<file path="config.mk">
export PLATFORM = sky130hd
export DESIGN_NAME = window_masked_point_average_core
export DESIGN_NICKNAME = d
export VERILOG_FILES = /design/src/design/wmpa_pkg.sv /design/src/design/window_masked_point_average_core.sv
export SDC_FILE = /design/constraint.sdc
export NUM_CORES = 1
export LEC_CHECK = 0
export BUFFER_PORTS_ARGS = -buffer_cell sky130_fd_sc_hd__buf_4
export CAP_MARGIN = 5
export CORE_AREA = 2 2 244 246
export CTS_CLUSTER_DIAMETER = 100
export DETAILED_ROUTE_END_ITERATION = 10
export DIE_AREA = 0 0 246 248
export SLEW_MARGIN = 25
export SYNTH_ARGS = -nofsm -noshare
export SYNTH_HDL_FRONTEND = slang
export SYNTH_SLANG_ARGS = --single-unit
</file>
<file path="constraint.sdc">
create_clock -name clk -period 6.3 [get_ports clk]
set_input_delay 1.26 -clock clk [delete_from_list [all_inputs] [get_ports clk]]
set_output_delay 1.26 -clock clk [all_outputs]
set_load 0.05 [all_outputs]
</file>
<file path="src/design/wmpa_pkg.sv">
// ----------------------------------------------------------------------------
// wmpa_pkg
// Shared types and constants for the windowed masked point average core.
// ----------------------------------------------------------------------------
`default_nettype none

package wmpa_pkg;

  localparam int unsigned REG_W      = 11;
  localparam int unsigned COORD_W    = 22;
  localparam int unsigned SUM_W      = 43;
  localparam int unsigned CNT_W      = 21;
  localparam int unsigned IN_DATA_W  = 88;
  localparam int unsigned OUT_DATA_W = 72;
  localparam int unsigned CFG_IDX_W  = 2;
  localparam int unsigned STEP_W     = 6;
  localparam int unsigned DIV_STEPS  = SUM_W;

  localparam int unsigned FRAME_WIDTH  = 1920;
  localparam int unsigned FRAME_HEIGHT = 1080;
  localparam int unsigned DIM_W        = 13;

  localparam logic [REG_W-1:0] WIN_LEFT_RST   = 11'd350;
  localparam logic [REG_W-1:0] WIN_TOP_RST    = 11'd200;
  localparam logic [REG_W-1:0] WIN_RIGHT_RST  = 11'd400;
  localparam logic [REG_W-1:0] WIN_BOTTOM_RST = 11'd250;

  localparam logic [CNT_W-1:0]   COUNT_MAX     = 21'h1F_FFFF;
  localparam logic [COORD_W-1:0] MINUS_ONE_Q16 = 22'h3F_0000;

  typedef enum logic [CFG_IDX_W-1:0] {
    REG_WIN_LEFT   = 2'd0,
    REG_WIN_TOP    = 2'd1,
    REG_WIN_RIGHT  = 2'd2,
    REG_WIN_BOTTOM = 2'd3
  } reg_idx_t;

  typedef enum logic [3:0] {
    ST_IDLE  = 4'b0001,
    ST_SETUP = 4'b0010,
    ST_DIV   = 4'b0100,
    ST_OUT   = 4'b1000
  } state_t;

endpackage

`default_nettype wire

</file>
<file path="src/design/window_masked_point_average_core.sv">
// ----------------------------------------------------------------------------
// window_masked_point_average_core
// Sums X, Y, Z of valid points inside a window and reports the means per frame.
// ----------------------------------------------------------------------------
//  channel | dir | tdata (low bit up)                    | tuser      | tlast
//  in_     | in  | col, row, coord_x, coord_y, coord_z   | non_finite | frame_end
//  out_    | out | avg_x, avg_y, avg_z, zero pad to 72   | found      | -
//  cfg_    | in  | plain write: cfg_we, cfg_index, cfg_data (no handshake)
//
//  Points without tlast are taken back to back while the core is idle. A tlast
//  beat with points counted starts the division (one restoring divider, one
//  quotient bit a cycle, shared by X, Y and Z), then the output register loads.
//  in_tready is low while the divider runs and while the means wait to load.
//  rst_n is synchronous; it restores the window defaults and clears the sums.
// ----------------------------------------------------------------------------
`default_nettype none

module window_masked_point_average_core (
  input  wire                                  clk,
  input  wire                                  rst_n,
  input  wire                                  in_tvalid,
  output logic                                 in_tready,
  input  wire  [wmpa_pkg::IN_DATA_W-1:0]       in_tdata,  // col, row, coord_x, coord_y, coord_z
  input  wire                                  in_tuser,  // non_finite
  input  wire                                  in_tlast,
  output logic                                 out_tvalid,
  input  wire                                  out_tready,
  output logic [wmpa_pkg::OUT_DATA_W-1:0]      out_tdata, // avg_x, avg_y, avg_z, pad
  output logic                                 out_tuser, // found
  input  wire                                  cfg_we,
  input  wire  [wmpa_pkg::CFG_IDX_W-1:0]       cfg_index,
  input  wire  [wmpa_pkg::REG_W-1:0]           cfg_data
);

  localparam int unsigned CW = wmpa_pkg::COORD_W;
  localparam int unsigned SW = wmpa_pkg::SUM_W;
  localparam int unsigned NW = wmpa_pkg::CNT_W;
  localparam int unsigned RW = wmpa_pkg::REG_W;
  localparam int unsigned TW = wmpa_pkg::STEP_W;

  wmpa_pkg::state_t state_r, state_nxt;

  logic [RW-1:0] win_left_r, win_top_r, win_right_r, win_bottom_r;

  logic signed [SW-1:0] sum_x_r, sum_y_r, sum_z_r;
  logic signed [SW-1:0] sum_x_nxt, sum_y_nxt, sum_z_nxt;
  logic [NW-1:0]        cnt_r, cnt_nxt;

  logic [1:0]    sel_r, sel_nxt;
  logic [TW-1:0] step_r, step_nxt;
  logic [SW-1:0] dvd_r, dvd_nxt;
  logic [NW-1:0] rem_r, rem_nxt;
  logic          neg_r, neg_nxt;

  logic [CW-1:0] res_r [3];
  logic [CW-1:0] res_nxt [3];
  logic          found_r, found_nxt;

  logic          out_valid_r, out_valid_nxt;
  logic [3*CW-1:0] out_data_r;
  logic          out_found_r;
  logic          out_load;

  logic [RW-1:0]        pt_col, pt_row;
  logic signed [CW-1:0] pt_x, pt_y, pt_z;
  logic                 in_acc, pt_inside, pt_good, pt_add;

  logic signed [SW-1:0] sel_sum;
  logic [NW:0]          rem_sh;
  logic [NW+1:0]        diff;
  logic                 ge;
  logic [CW-1:0]        quo;

  assign pt_col = in_tdata[RW-1:0];
  assign pt_row = in_tdata[2*RW-1:RW];
  assign pt_x   = in_tdata[2*RW+CW-1:2*RW];
  assign pt_y   = in_tdata[2*RW+2*CW-1:2*RW+CW];
  assign pt_z   = in_tdata[2*RW+3*CW-1:2*RW+2*CW];

  assign in_tready = (state_r == wmpa_pkg::ST_IDLE);
  assign in_acc    = in_tvalid && in_tready;

  assign pt_inside = (pt_col >= win_left_r) && (pt_col < win_right_r) &&
                     (pt_row >= win_top_r) && (pt_row < win_bottom_r) &&
                     ({2'b00, pt_col} < wmpa_pkg::DIM_W'(wmpa_pkg::FRAME_WIDTH)) &&
                     ({2'b00, pt_row} < wmpa_pkg::DIM_W'(wmpa_pkg::FRAME_HEIGHT));
  assign pt_good   = pt_inside && !in_tuser && (pt_x != '0) && (pt_y != '0) &&
                     (pt_z != '0);
  assign pt_add    = pt_good && (cnt_r != wmpa_pkg::COUNT_MAX);

  // shared divider datapath
  always_comb begin
    case (sel_r)
      2'd0:    sel_sum = sum_x_r;
      2'd1:    sel_sum = sum_y_r;
      default: sel_sum = sum_z_r;
    endcase
  end

  assign rem_sh = {rem_r, dvd_r[SW-1]};
  assign diff   = {1'b0, rem_sh} - {2'b00, cnt_r};
  assign ge     = !diff[NW+1];
  assign quo    = {dvd_r[CW-2:0], ge};

  assign out_load = (state_r == wmpa_pkg::ST_OUT) && (!out_valid_r || out_tready);

  always_comb begin
    state_nxt     = state_r;
    sum_x_nxt     = sum_x_r;
    sum_y_nxt     = sum_y_r;
    sum_z_nxt     = sum_z_r;
    cnt_nxt       = cnt_r;
    sel_nxt       = sel_r;
    step_nxt      = step_r;
    dvd_nxt       = dvd_r;
    rem_nxt       = rem_r;
    neg_nxt       = neg_r;
    res_nxt       = res_r;
    found_nxt     = found_r;
    out_valid_nxt = out_valid_r && !out_tready;

    case (state_r)
      wmpa_pkg::ST_IDLE: begin
        if (in_acc) begin
          if (pt_add) begin
            sum_x_nxt = sum_x_r + SW'(pt_x);
            sum_y_nxt = sum_y_r + SW'(pt_y);
            sum_z_nxt = sum_z_r + SW'(pt_z);
            cnt_nxt   = cnt_r + NW'(1);
          end
          if (in_tlast) begin
            sel_nxt = 2'd0;
            if (pt_add || (cnt_r != '0)) begin
              found_nxt = 1'b1;
              state_nxt = wmpa_pkg::ST_SETUP;
            end else begin
              found_nxt  = 1'b0;
              res_nxt[0] = wmpa_pkg::MINUS_ONE_Q16;
              res_nxt[1] = wmpa_pkg::MINUS_ONE_Q16;
              res_nxt[2] = wmpa_pkg::MINUS_ONE_Q16;
              state_nxt  = wmpa_pkg::ST_OUT;
            end
          end
        end
      end
      wmpa_pkg::ST_SETUP: begin
        neg_nxt   = sel_sum[SW-1];
        dvd_nxt   = sel_sum[SW-1] ? SW'(-sel_sum) : SW'(sel_sum);
        rem_nxt   = '0;
        step_nxt  = '0;
        state_nxt = wmpa_pkg::ST_DIV;
      end
      wmpa_pkg::ST_DIV: begin
        rem_nxt  = ge ? diff[NW-1:0] : rem_sh[NW-1:0];
        dvd_nxt  = {dvd_r[SW-2:0], ge};
        step_nxt = step_r + TW'(1);
        if (step_r == TW'(wmpa_pkg::DIV_STEPS - 1)) begin
          res_nxt[sel_r] = neg_r ? CW'(-quo) : quo;
          if (sel_r == 2'd2) begin
            state_nxt = wmpa_pkg::ST_OUT;
          end else begin
            sel_nxt   = sel_r + 2'd1;
            state_nxt = wmpa_pkg::ST_SETUP;
          end
        end
      end
      wmpa_pkg::ST_OUT: begin
        if (out_load) begin
          out_valid_nxt = 1'b1;
          sum_x_nxt     = '0;
          sum_y_nxt     = '0;
          sum_z_nxt     = '0;
          cnt_nxt       = '0;
          state_nxt     = wmpa_pkg::ST_IDLE;
        end
      end
      default: begin
        state_nxt = wmpa_pkg::ST_IDLE;
      end
    endcase
  end

  always_ff @(posedge clk) begin
    if (!rst_n) begin
      state_r      <= wmpa_pkg::ST_IDLE;
      win_left_r   <= wmpa_pkg::WIN_LEFT_RST;
      win_top_r    <= wmpa_pkg::WIN_TOP_RST;
      win_right_r  <= wmpa_pkg::WIN_RIGHT_RST;
      win_bottom_r <= wmpa_pkg::WIN_BOTTOM_RST;
      sum_x_r      <= '0;
      sum_y_r      <= '0;
      sum_z_r      <= '0;
      cnt_r        <= '0;
      sel_r        <= '0;
      step_r       <= '0;
      out_valid_r  <= 1'b0;
    end else begin
      state_r     <= state_nxt;
      sum_x_r     <= sum_x_nxt;
      sum_y_r     <= sum_y_nxt;
      sum_z_r     <= sum_z_nxt;
      cnt_r       <= cnt_nxt;
      sel_r       <= sel_nxt;
      step_r      <= step_nxt;
      out_valid_r <= out_valid_nxt;
      if (cfg_we) begin
        case (wmpa_pkg::reg_idx_t'(cfg_index))
          wmpa_pkg::REG_WIN_LEFT:   win_left_r   <= cfg_data;
          wmpa_pkg::REG_WIN_TOP:    win_top_r    <= cfg_data;
          wmpa_pkg::REG_WIN_RIGHT:  win_right_r  <= cfg_data;
          wmpa_pkg::REG_WIN_BOTTOM: win_bottom_r <= cfg_data;
          default: begin
          end
        endcase
      end
    end
  end

  always_ff @(posedge clk) begin
    dvd_r   <= dvd_nxt;
    rem_r   <= rem_nxt;
    neg_r   <= neg_nxt;
    res_r   <= res_nxt;
    found_r <= found_nxt;
    if (out_load) begin
      out_data_r  <= {res_r[2], res_r[1], res_r[0]};
      out_found_r <= found_r;
    end
  end

  assign out_tvalid = out_valid_r;
  assign out_tdata  = {(wmpa_pkg::OUT_DATA_W - 3*CW)'(0), out_data_r};
  assign out_tuser  = out_found_r;

endmodule

`default_nettype wire
</file>
==> results.md <==
* Final setup fails at 0
* Static Leak at ~12 nW
* Worst setup path class: reg2reg
* CP arrival at between 4 and 5 ns
* Worst-path fanout max at 7
* Most common cell after layout, fill and taps aside: nand2_1
* Rel. slew slack at 0.344
* Worst-Skew Late Latency at ~0.60 ns
* Buffers on Ports at approximately 180
* Max Freq at between 0.2 and 0.25 GHz
* Post-route worst setup slack at approximately 1.9 ns
* Peak supply drop at 0.000197 V
* Antenna cells at 0
* Core area at between 50000 and 60000 µm²
* Final Power at between 6 and 7 mW
* Sw Ratio at 0.243
* Synth Cell Area at about 26000 µm²
* Final Hold Vio Count at 0
* Seq/Total Area, Yosys at 0.388
* Sequential Power Share at 0.462
* Worst Hold Class: reg2reg
* Post-CTS setup buffer count at 0
* Seq cells post-synth at ~410
* Critical path endpoint category: register
* Die H at 248 µm
* Slew Viols, Final at 0
* Iter 0 DRT Violations at between 1500 and 2000
* Synth cell types at 96
* CTS tree: built
* Clk sink count at slightly above 400
* Grt total ovfl at 0
* # fillers at around 5500
* Initial antenna violation count at 2
* Initial Util at 0.446
* Row count at 89
* Combinational share of power at 0.079
* Hold-fix buffers, CTS at 0
* Number of synthesized flops with an enable pin at 199
* Via count at 22613
* Wire per inst at 19.3 µm
* Drt drc at 0
* Req. time, crit path at a little under 7 ns
* Layout cells sized above 1 at 0.109
* Largest net degree at the start of global routing at 100
* DIE WIDTH at between 200 and 250 µm
* Post-CTS Resized at 0
* Mapped Cells at between 2000 and 3000
* CP startpoint kind: register
* Antenna-violating nets left at 0
* Die area at about 60000 µm²
* Final net count at approximately 3400
* Max-cap violation count at 0
* Switching pwr at about 1.5 mW
* Gr usage total at 0.242
* IO Count at 183
* Inserted Clock Buffers at 46
* CP cell instances: inv_1, ha_1, fa_1, nor2b_1, o21ai_1, a21boi_0, o21ai_0, a21oi_1, a41oi_2, o211ai_4, inv_1, ha_1, nand2_1, o21a_1, a21o_1, a21oi_1, xnor2_1, mux2i_1, nand2_1
* Pwr dens at 205 nW/µm²
* Setup_tns at 0 ns
* Area growth syn-to-layout at 13.5%
* Pre-CTS setup slack at roughly 1.5 ns
* Worst Skew at between 0.02 and 0.025 ns
* Max clock buf depth at 3
* Root buf cell: clkbuf_16
* RePlAce Congestion at 0.922
* FF/Latch Area at slightly above 10000 µm²
* Clock-pin transition on the worst setup and hold timing paths at around 0.060 ns
* Slowest cell on the critical path: xnor2_1
* Minimum clock period at approximately 4.4 ns
* Most frequent cells in the layout: nand2_1, a21oi_1, nor2_1
* YS warnings at 0
* First-pass GRT wire length at 118000 µm
* Vias in the first global route at 21352
* Worst path max stage delay at ~0.40 ns
* Worst-margin pin slew at 0.981 ns
* Final wirelength at ~75000 µm
* Vias/cell at around 5.8
* Status: finished, final reports clean
* # H-tree levels at 2
* Top_reg_cell synth: dfxtp_1
* Final HPWL DP at 54000 µm
* Multi-input logic area at roughly 15000 µm²
* RSZ-0062 raised after global routing: false
* Syn_area_per_cell at between 8 and 9 µm²
* Clock power share at 0.459
* Async S/R FF share, synth at 0
* Drt first pass iters at 5
* Final period utilization at 0.692
* Internal power at between 4 and 5 mW
==> logic make-up (layout without fill, tap and decap cells) <==
kind of cell	after synthesis	in the layout	synth area share
AOI/OAI and AO/OA	912	912	0.222
xor gates and xnor gates	168	168	0.0564
other	1	6	0.000144
and+or+nand+nor	979	979	0.182
buffers and inverters	266	407	0.0420
muxes	28	28	0.0108
DFF	406	406	0.388
adders and majority gates	202	202	0.0981
==> sequential cells by signal, summed over array words and instances, names as in the netlist, 21 cells and up <==
name / cells
out_data_r: 66
sum_y_r: 43
sum_x_r: 43
cnt_r: 21
sum_z_r: 43
rem_r: 21
dvd_r: 43
res_r: 66
==> per-stage QoR <==
stage | utilization | cell area, µm² | cells | hold slack, ns
floorplan | - | 26100 | 2967 | 0.400
global placement | 0.479 | 28000 | 3794 | 0.430
detailed placement | 0.479 | 28000 | 3794 | 0.435
CTS | 0.506 | 29600 | 3880 | 0.448
global route | 0.506 | 29600 | 3881 | 0.456
finish | 0.506 | 29600 | 3881 | 0.444
==> area by class of cell <==
cell class / count / share of cell area
Clock buffer: 62 / 0.0451
Clock inverter: 24 / 0.00824
Inverter: 119 / 0.0152
Multi-Input combinational cell: 2295 / 0.505
Sequential cell: 406 / 0.342
Tap cell: 773 / 0.0327
Timing Repair Buffer: 202 / 0.0523
==> critical path: cells and delay by family (launching register included) <==
family,cells,cell delay (ns)
buffers and inverters,2,0.19
adder cells (fa/ha/maj),3,0.81
flip-flops,1,0.39
AO/OA/AOI/OAI,9,1.87
AND/OR/NAND/NOR,3,0.43
XOR/XNOR,1,0.40
multiplexers,1,0.14
==> power by group through the flow <==
stage,Combinational (mW),Clock (mW),Sequential [mW]
after global routing,0.529,2.95,2.81
after CTS,0.476,2.84,2.81
after floorplan,0.294,0,2.86
after global placement,0.467,0,2.86
after detailed placement,0.475,0,2.86
final,0.480,2.78,2.81
==> worst paths after layout <==
kind | slack (ns) | start | end | cells after the start
setup / recovery | 1.94 | dvd_r[42] | res_r[20] | 19
hold / removal | 0.44 | found_r | out_tuser | 0
setup reg to reg | 1.94 | dvd_r[42] | res_r[20] | 19
hold reg to reg | 0.44 | found_r | out_tuser | 0
==> cell usage after synthesis, types with 43 or more instances <==
library cell / count / area (µm²)
xor2_1: 80 / 701
edfxtp_1: 199 / 5980
ha_1: 198 / 2480
xnor2_1: 88 / 771
a21oi_1: 300 / 1500
a22o_1: 43 / 377
nor2_1: 225 / 845
nand2_1: 328 / 1230
a211oi_1: 54 / 405
nand3_1: 80 / 400
clkbuf_1: 92 / 345
nor3_1: 82 / 410
a21o_1: 79 / 593
dfxtp_1: 207 / 4140
o21ai_0: 183 / 916
inv_1: 117 / 439
==> per-layer routing <==
| layer | track usage | up-vias | routed length, µm |
|---|---|---|---|
| met5 | 0 | - | 16 |
| met4 | 0.0631 | 2 | 1570 |
| met3 | 0.0302 | 105 | 3840 |
| met2 | 0.397 | 595 | 34400 |
| met1 | 0.336 | 10783 | 35000 |
| li1 | - | 11128 | - |
Note: power is estimated with default switching activity, not from simulation.
